==> src/rtl/pct_pkg.sv <==
// Shared types and constants for the preprocessor character tokenizer.
// Holds the item and result structs, token class codes and character codes.
// No dependencies.
package pct_pkg;

	localparam int unsigned NumWidth = 31;
	localparam logic [NumWidth-1:0] SAT_MAX = {NumWidth{1'b1}};

	// Token class codes.
	localparam logic [3:0] CLS_SKIP      = 4'd0;
	localparam logic [3:0] CLS_DIRECTIVE = 4'd1;
	localparam logic [3:0] CLS_IDENT     = 4'd2;
	localparam logic [3:0] CLS_INTEGER   = 4'd3;
	localparam logic [3:0] CLS_STRING    = 4'd4;
	localparam logic [3:0] CLS_COMMAND   = 4'd5;
	localparam logic [3:0] CLS_LPAREN    = 4'd6;
	localparam logic [3:0] CLS_RPAREN    = 4'd7;
	localparam logic [3:0] CLS_OPERATOR  = 4'd8;
	localparam logic [3:0] CLS_EOF       = 4'd9;
	localparam logic [3:0] CLS_ENDEXPR   = 4'd10;
	localparam logic [3:0] CLS_BAD       = 4'd11;
	localparam logic [3:0] CLS_OPEN_STR  = 4'd12;

	// Character codes.
	localparam logic [7:0] CH_HASH   = 8'h23;
	localparam logic [7:0] CH_UNDER  = 8'h5F;
	localparam logic [7:0] CH_QUOTE  = 8'h22;
	localparam logic [7:0] CH_SLASH  = 8'h2F;
	localparam logic [7:0] CH_STAR   = 8'h2A;
	localparam logic [7:0] CH_NL     = 8'h0A;
	localparam logic [7:0] CH_TAB    = 8'h09;
	localparam logic [7:0] CH_VT     = 8'h0B;
	localparam logic [7:0] CH_FF     = 8'h0C;
	localparam logic [7:0] CH_CR     = 8'h0D;
	localparam logic [7:0] CH_SPACE  = 8'h20;
	localparam logic [7:0] CH_LPAREN = 8'h28;
	localparam logic [7:0] CH_RPAREN = 8'h29;
	localparam logic [7:0] CH_PLUS   = 8'h2B;
	localparam logic [7:0] CH_MINUS  = 8'h2D;
	localparam logic [7:0] CH_COMMA  = 8'h2C;
	localparam logic [7:0] CH_DOT    = 8'h2E;
	localparam logic [7:0] CH_LT     = 8'h3C;
	localparam logic [7:0] CH_EQ     = 8'h3D;
	localparam logic [7:0] CH_GT     = 8'h3E;
	localparam logic [7:0] CH_LBRACK = 8'h5B;
	localparam logic [7:0] CH_RBRACK = 8'h5D;
	localparam logic [7:0] CH_PCT    = 8'h25;
	localparam logic [7:0] CH_AMP    = 8'h26;
	localparam logic [7:0] CH_PIPE   = 8'h7C;
	localparam logic [7:0] CH_CARET  = 8'h5E;
	localparam logic [7:0] CH_TILDE  = 8'h7E;
	localparam logic [7:0] CH_BANG   = 8'h21;
	localparam logic [7:0] CH_0      = 8'h30;
	localparam logic [7:0] CH_9      = 8'h39;
	localparam logic [7:0] CH_LA     = 8'h61;
	localparam logic [7:0] CH_LZ     = 8'h7A;
	localparam logic [7:0] CH_UA     = 8'h41;
	localparam logic [7:0] CH_UZ     = 8'h5A;

	typedef struct packed {
		logic [7:0] in_char;
		logic       end_of_input;
	} tok_item_t;

	typedef struct packed {
		logic [7:0]          out_char;
		logic [3:0]          token_class;
		logic                first_of_token;
		logic                last_of_token;
		logic [NumWidth-1:0] number_value;
		logic                number_overflow;
		logic                last_result;
	} tok_result_t;

endpackage

==> src/rtl/preprocessor_char_tokenizer.sv <==
// Preprocessor character tokenizer, top level.
// Depends on pct_pkg for the item/result structs, class codes and character codes.
//
// Channel  Direction  Handshake            Payload
// in       input      in_valid/in_ready    pct_pkg::tok_item_t
// out      output     out_valid/out_ready  pct_pkg::tok_result_t
// cfg      input      cfg_valid/cfg_ready  expr_mode bit
//
// One byte item is taken per cycle while in_ready is high; its result (for the byte held before it) is
// registered and shown in the next cycle.
// An end-of-input item with a held byte gives two results; the input is then
// held off while the end marker moves into the output register.
// Reset clears the held byte and all scanner state; no clearing pass is needed.
// When out_ready is low and the output register is full, in_ready drops.
module preprocessor_char_tokenizer (
	input  logic                    clk,
	input  logic                    arst_n,
	input  logic                    in_valid,
	output logic                    in_ready,
	input  pct_pkg::tok_item_t      in_data,
	output logic                    out_valid,
	input  logic                    out_ready,
	output pct_pkg::tok_result_t    out_data,
	input  logic                    cfg_valid,
	output logic                    cfg_ready,
	input  logic                    cfg_data
);

	typedef enum logic [3:0] {
		LX_IDLE, LX_IDENT, LX_DIRECTIVE, LX_NUMBER, LX_STRING, LX_LINE,
		LX_BLOCK_OPEN, LX_BLOCK, LX_BLOCK_CLOSE, LX_OP2
	} lex_state_t;

	function automatic logic is_num_char(input logic [7:0] c);
		return c >= pct_pkg::CH_0 && c <= pct_pkg::CH_9;
	endfunction

	function automatic logic is_letter(input logic [7:0] c);
		return (c >= pct_pkg::CH_LA && c <= pct_pkg::CH_LZ) ||
		       (c >= pct_pkg::CH_UA && c <= pct_pkg::CH_UZ);
	endfunction

	function automatic logic is_word(input logic [7:0] c);
		return is_letter(c) || is_num_char(c) || c == pct_pkg::CH_UNDER;
	endfunction

	function automatic logic is_space(input logic [7:0] c);
		return c == pct_pkg::CH_SPACE || c == pct_pkg::CH_TAB || c == pct_pkg::CH_NL ||
		       c == pct_pkg::CH_CR || c == pct_pkg::CH_VT || c == pct_pkg::CH_FF;
	endfunction

	function automatic logic is_op(input logic [7:0] c);
		return c == pct_pkg::CH_PLUS || c == pct_pkg::CH_MINUS || c == pct_pkg::CH_STAR ||
		       c == pct_pkg::CH_SLASH || c == pct_pkg::CH_PCT || c == pct_pkg::CH_AMP ||
		       c == pct_pkg::CH_PIPE || c == pct_pkg::CH_CARET || c == pct_pkg::CH_TILDE ||
		       c == pct_pkg::CH_BANG || c == pct_pkg::CH_LT || c == pct_pkg::CH_GT ||
		       c == pct_pkg::CH_EQ;
	endfunction

	function automatic logic is_pair(input logic [7:0] a, input logic [7:0] b);
		return (a == pct_pkg::CH_AMP && b == pct_pkg::CH_AMP) ||
		       (a == pct_pkg::CH_PIPE && b == pct_pkg::CH_PIPE) ||
		       (a == pct_pkg::CH_EQ && b == pct_pkg::CH_EQ) ||
		       (a == pct_pkg::CH_BANG && b == pct_pkg::CH_EQ) ||
		       (a == pct_pkg::CH_LT && b == pct_pkg::CH_EQ) ||
		       (a == pct_pkg::CH_GT && b == pct_pkg::CH_EQ) ||
		       (a == pct_pkg::CH_LT && b == pct_pkg::CH_LT) ||
		       (a == pct_pkg::CH_GT && b == pct_pkg::CH_GT);
	endfunction

	function automatic logic is_command(input logic [7:0] c);
		return c == pct_pkg::CH_PLUS || c == pct_pkg::CH_MINUS || c == pct_pkg::CH_LT ||
		       c == pct_pkg::CH_GT || c == pct_pkg::CH_LBRACK || c == pct_pkg::CH_RBRACK ||
		       c == pct_pkg::CH_DOT || c == pct_pkg::CH_COMMA;
	endfunction

	localparam int unsigned NW = pct_pkg::NumWidth;

	// Control and state registers.
	lex_state_t           lex_q;
	logic [7:0]           held_q;
	logic                 held_valid_q;
	logic [NW-1:0]        acc_q;
	logic                 sat_q;
	logic                 expr_mode_q;
	logic                 out_valid_q;
	pct_pkg::tok_result_t out_q;
	logic                 pend_q;
	logic                 pend_expr_q;

	logic in_fire;
	logic out_free;
	logic has_n;
	logic [7:0] n;
	logic word_next;
	logic digit_next;

	// Classification of the held byte.
	lex_state_t     nxt_lex;
	logic [NW-1:0]  nxt_acc;
	logic           nxt_sat;
	logic [3:0]     r_cls;
	logic           r_first;
	logic           r_last;
	logic [NW-1:0]  r_val;
	logic           r_ov;
	logic           take_idle;

	// Between-token path results.
	lex_state_t     idle_lex;
	logic [3:0]     idle_cls;
	logic           idle_first;
	logic           idle_last;
	logic           idle_num;
	logic           two_byte;

	logic [3:0]     digit_h;
	logic [NW+3:0]  acc_x10;
	logic [NW-1:0]  acc_add;
	logic           acc_sat;

	assign in_fire   = in_valid && in_ready;
	assign out_free  = !out_valid_q || out_ready;
	assign in_ready  = !pend_q && out_free;
	assign cfg_ready = 1'b1;
	assign out_valid = out_valid_q;
	assign out_data  = out_q;

	assign has_n      = !in_data.end_of_input;
	assign n          = in_data.in_char;
	assign word_next  = has_n && is_word(n);
	assign digit_next = has_n && is_num_char(n);
	assign two_byte   = has_n && is_pair(held_q, n);

	// Decimal accumulate: acc * 10 + digit as two shifts and two adds.
	assign digit_h = held_q[3:0] - pct_pkg::CH_0[3:0];
	assign acc_x10 = ({4'b0, acc_q} << 3) + ({4'b0, acc_q} << 1) + {{NW{1'b0}}, digit_h};
	assign acc_sat = sat_q || (acc_x10 > {4'b0, pct_pkg::SAT_MAX});
	assign acc_add = acc_sat ? pct_pkg::SAT_MAX : acc_x10[NW-1:0];

	always_comb begin
		idle_lex   = LX_IDLE;
		idle_cls   = pct_pkg::CLS_BAD;
		idle_first = 1'b1;
		idle_last  = 1'b1;
		idle_num   = 1'b0;
		priority if (held_q == pct_pkg::CH_SLASH && has_n && n == pct_pkg::CH_SLASH) begin
			idle_lex   = LX_LINE;
			idle_cls   = pct_pkg::CLS_SKIP;
			idle_first = 1'b0;
			idle_last  = 1'b0;
		end else if (held_q == pct_pkg::CH_SLASH && has_n && n == pct_pkg::CH_STAR) begin
			idle_lex   = LX_BLOCK_OPEN;
			idle_cls   = pct_pkg::CLS_SKIP;
			idle_first = 1'b0;
			idle_last  = 1'b0;
		end else if (expr_mode_q && held_q == pct_pkg::CH_NL) begin
			idle_cls = pct_pkg::CLS_ENDEXPR;
		end else if (is_space(held_q)) begin
			idle_cls   = pct_pkg::CLS_SKIP;
			idle_first = 1'b0;
			idle_last  = 1'b0;
		end else if (is_num_char(held_q)) begin
			idle_cls  = pct_pkg::CLS_INTEGER;
			idle_num  = 1'b1;
			idle_last = !digit_next;
			if (digit_next) begin
				idle_lex = LX_NUMBER;
			end
		end else if (is_letter(held_q) || held_q == pct_pkg::CH_UNDER) begin
			idle_cls  = pct_pkg::CLS_IDENT;
			idle_last = !word_next;
			if (word_next) begin
				idle_lex = LX_IDENT;
			end
		end else if (held_q == pct_pkg::CH_LPAREN) begin
			idle_cls = pct_pkg::CLS_LPAREN;
		end else if (held_q == pct_pkg::CH_RPAREN) begin
			idle_cls = pct_pkg::CLS_RPAREN;
		end else if (expr_mode_q) begin
			if (is_op(held_q)) begin
				idle_cls  = pct_pkg::CLS_OPERATOR;
				idle_last = !two_byte;
				if (two_byte) begin
					idle_lex = LX_OP2;
				end
			end
		end else begin
			priority if (held_q == pct_pkg::CH_HASH) begin
				idle_cls  = pct_pkg::CLS_DIRECTIVE;
				idle_last = !word_next;
				if (word_next) begin
					idle_lex = LX_DIRECTIVE;
				end
			end else if (held_q == pct_pkg::CH_QUOTE) begin
				if (has_n) begin
					idle_cls  = pct_pkg::CLS_STRING;
					idle_last = 1'b0;
					idle_lex  = LX_STRING;
				end else begin
					idle_cls = pct_pkg::CLS_OPEN_STR;
				end
			end else if (is_command(held_q)) begin
				idle_cls = pct_pkg::CLS_COMMAND;
			end else begin
				idle_cls = pct_pkg::CLS_BAD;
			end
		end
	end

	always_comb begin
		nxt_lex   = lex_q;
		nxt_acc   = acc_q;
		nxt_sat   = sat_q;
		r_cls     = pct_pkg::CLS_SKIP;
		r_first   = 1'b0;
		r_last    = 1'b0;
		r_val     = '0;
		r_ov      = 1'b0;
		take_idle = 1'b0;
		unique case (lex_q)
			LX_IDENT, LX_DIRECTIVE: begin
				r_cls  = (lex_q == LX_DIRECTIVE) ? pct_pkg::CLS_DIRECTIVE : pct_pkg::CLS_IDENT;
				r_last = !word_next;
				if (!word_next) begin
					nxt_lex = LX_IDLE;
				end
			end
			LX_NUMBER: begin
				if (is_num_char(held_q)) begin
					nxt_acc = acc_add;
					nxt_sat = acc_sat;
				end
				r_cls  = pct_pkg::CLS_INTEGER;
				r_last = !digit_next;
				r_val  = nxt_acc;
				r_ov   = nxt_sat;
				if (!digit_next) begin
					nxt_lex = LX_IDLE;
				end
			end
			LX_STRING: begin
				if (held_q == pct_pkg::CH_QUOTE) begin
					nxt_lex = LX_IDLE;
					r_cls   = pct_pkg::CLS_STRING;
					r_last  = 1'b1;
				end else if (!has_n) begin
					nxt_lex = LX_IDLE;
					r_cls   = pct_pkg::CLS_OPEN_STR;
					r_last  = 1'b1;
				end else begin
					r_cls = pct_pkg::CLS_STRING;
				end
			end
			LX_LINE: begin
				// The newline that ends a line comment is classified as between tokens.
				take_idle = (held_q == pct_pkg::CH_NL);
			end
			LX_BLOCK_OPEN: begin
				nxt_lex = LX_BLOCK;
			end
			LX_BLOCK: begin
				if (held_q == pct_pkg::CH_STAR && has_n && n == pct_pkg::CH_SLASH) begin
					nxt_lex = LX_BLOCK_CLOSE;
				end
			end
			LX_BLOCK_CLOSE: begin
				nxt_lex = LX_IDLE;
			end
			LX_OP2: begin
				nxt_lex = LX_IDLE;
				r_cls   = pct_pkg::CLS_OPERATOR;
				r_last  = 1'b1;
			end
			default: begin
				take_idle = 1'b1;
			end
		endcase
		if (take_idle) begin
			nxt_lex = idle_lex;
			r_cls   = idle_cls;
			r_first = idle_first;
			r_last  = idle_last;
			if (idle_num) begin
				nxt_acc = {{(NW-4){1'b0}}, digit_h};
				nxt_sat = 1'b0;
				r_val   = nxt_acc;
			end
		end
	end

	always_ff @(posedge clk or negedge arst_n) begin
		if (!arst_n) begin
			lex_q        <= LX_IDLE;
			held_q       <= '0;
			held_valid_q <= 1'b0;
			acc_q        <= '0;
			sat_q        <= 1'b0;
			expr_mode_q  <= 1'b0;
			out_valid_q  <= 1'b0;
			out_q        <= '0;
			pend_q       <= 1'b0;
			pend_expr_q  <= 1'b0;
		end else begin
			if (cfg_valid && cfg_ready) begin
				expr_mode_q <= cfg_data;
			end
			if (pend_q) begin
				if (out_free) begin
					out_valid_q <= 1'b1;
					out_q       <= '{out_char: 8'd0,
						token_class: pend_expr_q ? pct_pkg::CLS_ENDEXPR : pct_pkg::CLS_EOF,
						first_of_token: 1'b1, last_of_token: 1'b1, number_value: '0,
						number_overflow: 1'b0, last_result: 1'b1};
					pend_q      <= 1'b0;
				end
			end else if (in_fire) begin
				if (in_data.end_of_input) begin
					// End of stream: flush the held byte, if any, then the end marker.
					lex_q        <= LX_IDLE;
					held_q       <= '0;
					held_valid_q <= 1'b0;
					acc_q        <= '0;
					sat_q        <= 1'b0;
					out_valid_q  <= 1'b1;
					if (held_valid_q) begin
						out_q       <= '{out_char: held_q, token_class: r_cls,
							first_of_token: r_first, last_of_token: r_last,
							number_value: r_val, number_overflow: r_ov, last_result: 1'b0};
						pend_q      <= 1'b1;
						pend_expr_q <= expr_mode_q;
					end else begin
						out_q <= '{out_char: 8'd0,
							token_class: expr_mode_q ? pct_pkg::CLS_ENDEXPR : pct_pkg::CLS_EOF,
							first_of_token: 1'b1, last_of_token: 1'b1, number_value: '0,
							number_overflow: 1'b0, last_result: 1'b1};
					end
				end else begin
					held_q       <= in_data.in_char;
					held_valid_q <= 1'b1;
					out_valid_q  <= held_valid_q;
					if (held_valid_q) begin
						lex_q       <= nxt_lex;
						acc_q       <= nxt_acc;
						sat_q       <= nxt_sat;
						out_q       <= '{out_char: held_q, token_class: r_cls,
							first_of_token: r_first, last_of_token: r_last,
							number_value: r_val, number_overflow: r_ov, last_result: 1'b1};
					end
				end
			end else if (out_free) begin
				out_valid_q <= 1'b0;
			end
		end
	end

	// A pending end marker always sits behind a result in the output register.
	assert property (@(posedge clk) disable iff (!arst_n) pend_q |-> out_valid_q)
		else $error("end marker pending with empty output register");

	// After an end-of-input transaction the scanner is back at its start state.
	assert property (@(posedge clk) disable iff (!arst_n)
		(in_fire && in_data.end_of_input) |=> (!held_valid_q && lex_q == LX_IDLE && !sat_q))
		else $error("scanner state not cleared after end of input");

	// Skipped bytes never carry token boundary marks.
	assert property (@(posedge clk) disable iff (!arst_n)
		(out_valid_q && out_q.token_class == pct_pkg::CLS_SKIP)
		|-> (!out_q.first_of_token && !out_q.last_of_token))
		else $error("skipped byte marked as token boundary");

	// A saturated integer always reads as the largest value.
	assert property (@(posedge clk) disable iff (!arst_n)
		(out_valid_q && out_q.number_overflow) |-> (out_q.number_value == pct_pkg::SAT_MAX))
		else $error("overflow flag without saturated value");

	// A result flagged as not last is always followed by the pending end marker.
	assert property (@(posedge clk) disable iff (!arst_n)
		(out_valid_q && !out_q.last_result) |-> pend_q)
		else $error("non-final result without a following marker");

endmodule

==> config.mk <==
export PLATFORM = sky130hd
export DESIGN_NAME = preprocessor_char_tokenizer
export DESIGN_NICKNAME = d
export VERILOG_FILES = /design/src/rtl/pct_pkg.sv /design/src/rtl/preprocessor_char_tokenizer.sv
export SDC_FILE = /design/constraint.sdc
export NUM_CORES = 1
export LEC_CHECK = 0
export ABC_AREA = 1
export ABC_CLOCK_PERIOD_IN_PS = 3970
export BUFFER_PORTS_ARGS = -buffer_cell sky130_fd_sc_hd__buf_2
export CORE_ASPECT_RATIO = 1.1
export CORE_MARGIN = 2
export CORE_UTILIZATION = 62
export DETAILED_ROUTE_END_ITERATION = 12
export HOLD_SLACK_MARGIN = 0.12
export PLACE_DENSITY = 0.9
export SYNTH_ARGS = -nofsm -noshare
export SYNTH_HDL_FRONTEND = slang
export SYNTH_SLANG_ARGS = --single-unit
export TNS_END_PERCENT = 1
==> constraint.sdc <==
create_clock -name clk -period 3.97 [get_ports clk]
set_input_delay 0.397 -clock clk [delete_from_list [all_inputs] [get_ports clk]]
set_output_delay 0.397 -clock clk [all_outputs]
set_load 0.01 [all_outputs]
==> results.json <==
{
  "ys_async_sr_fraction": 1.000,
  "share_of_the_synthesized_area_in_the_top_cell_type": 0.2824,
  "yosys_register_bits": 96,
  "gr-usage-all-layers": 0.3361,
  "sequence_of_cells_on_the_critical_path": "inv_1 > fa_1 > fa_1 > inv_1 > nand2_1 > nand3_2 > nand2_1 > nand2_2 > nand2_2 > nand2_1 > nand2_1 > nand2_2 > nand2_4 > nor2_8 > nand3_1 > nand2_1 > nand2_1 > nand2_1 > nand2_1",
  "cts_buffer_depth": 2,
  "finalHoldWorstSlack_ps": 149.1,
  "run_status": "complete, no violations",
  "via_count": 8727,
  "detail_route.wl_per_cell_um": 15.12,
  "boundaryPins": 65,
  "die_h_um": 126.8,
  "crit_path_max_fanout": 32,
  "fin_area_um2": 9248,
  "route.detailed.drc": 0,
  "final.period_utilization": 0.8960,
  "worst-endpoint-required_ps": 4210,
  "num_rows": 44,
  "cp_top_family": "simple AND/OR/NAND/NOR gates",
  "timing.fmax_mhz": 281.1,
  "post_cts_hold_buffer_count": 0,
  "dp_hpwl_mm": 17.24,
  "timing_max_transition_violations_final": 0,
  "drv_cap": 0,
  "floorplan.initialDensity": 0.6384,
  "final_antenna_net_count": 0,
  "synth_nets": 1398,
  "minimum_setup_slack_after_placement_ps": 579.3,
  "antenna_violations_before_repair": 0,
  "totalNegativeSetupSlack_ps": 0,
  "end_kind": "flip-flop",
  "reg2reg_setup_slack_ps": 410,
  "detail_route.iter0.violations": 708,
  "die_w_um": 115.7,
  "netlist_instances": 1320,
  "start_kind": "flip-flop",
  "yosysTopAreaCell": "dfrtp_1",
  "routabilityCongestion": 0.9889,
  "globalRouteMet3Util": 0.05590,
  "clk_pin_slew_worst_paths_ps": 70,
  "synth_edf_count": 0,
  "slew-limit-headroom": 0.1488,
  "fin_worst_skew_ps": 8.888,
  "cts_setup_buffers": 0,
  "slowest_stage": "nor2_8",
  "leakage_uw": 0.005206,
  "sequential_cell_fraction_of_total_power": 0.351,
  "crit_top_cell": "nand2_1",
  "grt_overflow": 0,
  "worst_pin_slew_ps": 1274,
  "yosys_most_used_dff": "dfrtp_1",
  "htree_num_levels": 3,
  "gr-usage-met1": 0.4259,
  "irDropWorstVdd_mv": 0.3167,
  "tritoncts": "yes",
  "post_synth.cell_area_avg_um2": 6.444,
  "first_global_vias": 8470,
  "synthTopCellsByArea": "dfrtp_1 28%, nand2_1 21%, ha_1 9.0%",
  "grt_start_max_net_pins": 70,
  "clock_latency_of_the_later_clocked_register_in_the_worst_skew_pair_ps": 360,
  "drive_gt1_frac": 0.1372,
  "worst_path_buf_inv": 2,
  "total_power_uw": 3556,
  "final_net_count": 1443,
  "seqCellArea_um2": 2402,
  "gr-max-usage-layer": "met2",
  "rsz0062_at_grt": "false",
  "post-route-min-period_ps": 3557,
  "num-fill-cells": 1177,
  "hold_viol": 0,
  "critPathMaxStageDelay_ps": 510,
  "p_comb_frac": 0.391,
  "hp-class": "input port to asynchronous set/reset pin",
  "cts_root_buffer": "clkbuf_16",
  "cts_repair_resizes": 0,
  "dpl_cell_area_um2": 8942,
  "power_density_nw_per_um2": 384.6,
  "area_of_the_core_um2": 13320,
  "buffer_ports.inserted": 63,
  "setup_slack_ps": 413.0,
  "synth_area_um2": 8506,
  "netSwitchingFraction": 0.4187,
  "ys_warn_count": 0,
  "power.internal_uw": 2067,
  "postRouteWirelength_mm": 23.50,
  "setup_viol_count_final": 0,
  "cp_data_arrival_time_ps": 3790,
  "grtUsageMet2": 0.5638,
  "setup.worst_path.class": "flip-flop to flip-flop",
  "die_area_um2": 14670,
  "power_frac_clock": 0.259,
  "post_drt_via_cell_ratio": 5.616,
  "area_used_by_multi_input_combinational_logic_um2": 5346,
  "tritoncts.num_buffers": 9,
  "layout-area-overhead-vs-synth_pct": 8.723,
  "synth_cell_types": 49,
  "dr.pass1.iters": 6,
  "clock_sink_count": 96,
  "antenna_cells": 0,
  "synth.yosys.seq_area_share": 0.2824,
  "grt_first_pass_wirelength_mm": 39.60,
  "power.net_switching_uw": 1489
}
## metrics by stage
step           std cells    util
2_1_floorplan       1320       -
3_3_place_gp        1538  0.6712
3_5_place_dp        1538  0.6712
4_1_cts             1554  0.6941
5_1_grt             1554  0.6941
6_report            1554  0.6941
## cells in the mapped netlist, types with 2 or more instances
| cell | n |
|---|---|
| inv_1 | 143 |
| inv_2 | 17 |
| nor2_4 | 2 |
| ha_1 | 61 |
| dfrtp_1 | 96 |
| and2_1 | 2 |
| a21boi_0 | 4 |
| o211ai_1 | 2 |
| o21ai_1 | 6 |
| nor4_1 | 2 |
| or2_2 | 5 |
| xor2_1 | 15 |
| a21oi_1 | 60 |
| nand3_1 | 48 |
| clkbuf_1 | 21 |
| nand3b_1 | 4 |
| a2bb2oi_1 | 2 |
| nand2_1 | 473 |
| o21ai_0 | 64 |
| nand2_2 | 19 |
| fa_1 | 2 |
| nand4_1 | 2 |
| o21ai_2 | 20 |
| nor2_1 | 154 |
| nand3_2 | 28 |
| nor3_2 | 3 |
| nor2_2 | 4 |
| buf_4 | 2 |
| nor3_1 | 14 |
| o21bai_1 | 3 |
| buf_2 | 8 |
| a211oi_1 | 2 |
| a21oi_2 | 2 |
| xnor2_1 | 4 |
| o22ai_1 | 8 |
| buf_8 | 2 |
| clkinv_1 | 2 |
| o21a_1 | 3 |
## kinds of logic after synthesis
group | Yosys count | synth area share
AND/OR/NAND/NOR | 765 | 0.3881
other | 1 | 0.0004409
AO/OA/AOI/OAI | 180 | 0.1230
buffers and inverters | 196 | 0.09209
adder cells (fa/ha/maj) | 63 | 0.09444
flip-flops | 96 | 0.2824
XOR/XNOR | 19 | 0.01956
## cell type report
cell class	instances	share of cell area
sequential	96	0.2598
timing repair buffer	68	0.03843
tap	184	0.02490
multi-input combinational	1028	0.5781
clock inverter	5	0.006765
clock buffer	11	0.02625
inverter	162	0.06576
## metal layers
layer  vias up  wire length (um)  part of all wire
met1      4001              9660              0.41
li1       4284                 -                 -
met2       364             11500              0.49
met3        78              1542             0.066
met5         -                 0                 0
met4         0               797             0.034
## registers in the layout, summed over array words and instances, names as in the netlist
signal and flops:
held_q 8, expr_mode_q 1, pend_q 1, out_valid 1, out_data 47, lex_q 4
acc_q 31, held_valid_q 1, pend_expr_q 1, sat_q 1
## layout by cell type (no fill, tap or decap), drive strengths merged, types with 3 or more instances in the layout
cell,n
ha,61
xor2,15
xnor2,4
a21oi,62
nor2,161
nor3,17
o21bai,3
o22ai,8
or2,6
o21ai,90
nand2,493
clkbuf,11
buf,68
a21boi,4
nand3b,4
dfrtp,96
nand3,77
inv,162
o21a,3
## power groups by stage
stage	clock, uW	combinational, uW	sequential (uW)
global route	965	1540	1260
CTS	929	1370	1240
finish	919	1390	1250
floorplan	0	1000	1250
global placement	0	1340	1250
detailed placement	0	1360	1260
## path summary, 6_finish.rpt
| check | from | endpoint | cells past startpoint |
|---|---|---|---|
| max in group asynchronous | arst_n | acc_q[24] | 2 |
| max reg2reg | held_q[3] | acc_q[26] | 19 |
| max | held_q[3] | acc_q[26] | 19 |
| min | arst_n | out_data[43] | 1 |
| min reg2reg | out_data[45] | out_data[45] | 2 |
| min in group clk | cfg_data | expr_mode_q | 3 |
No activity file was read; power rests on OpenSTA's default activity.
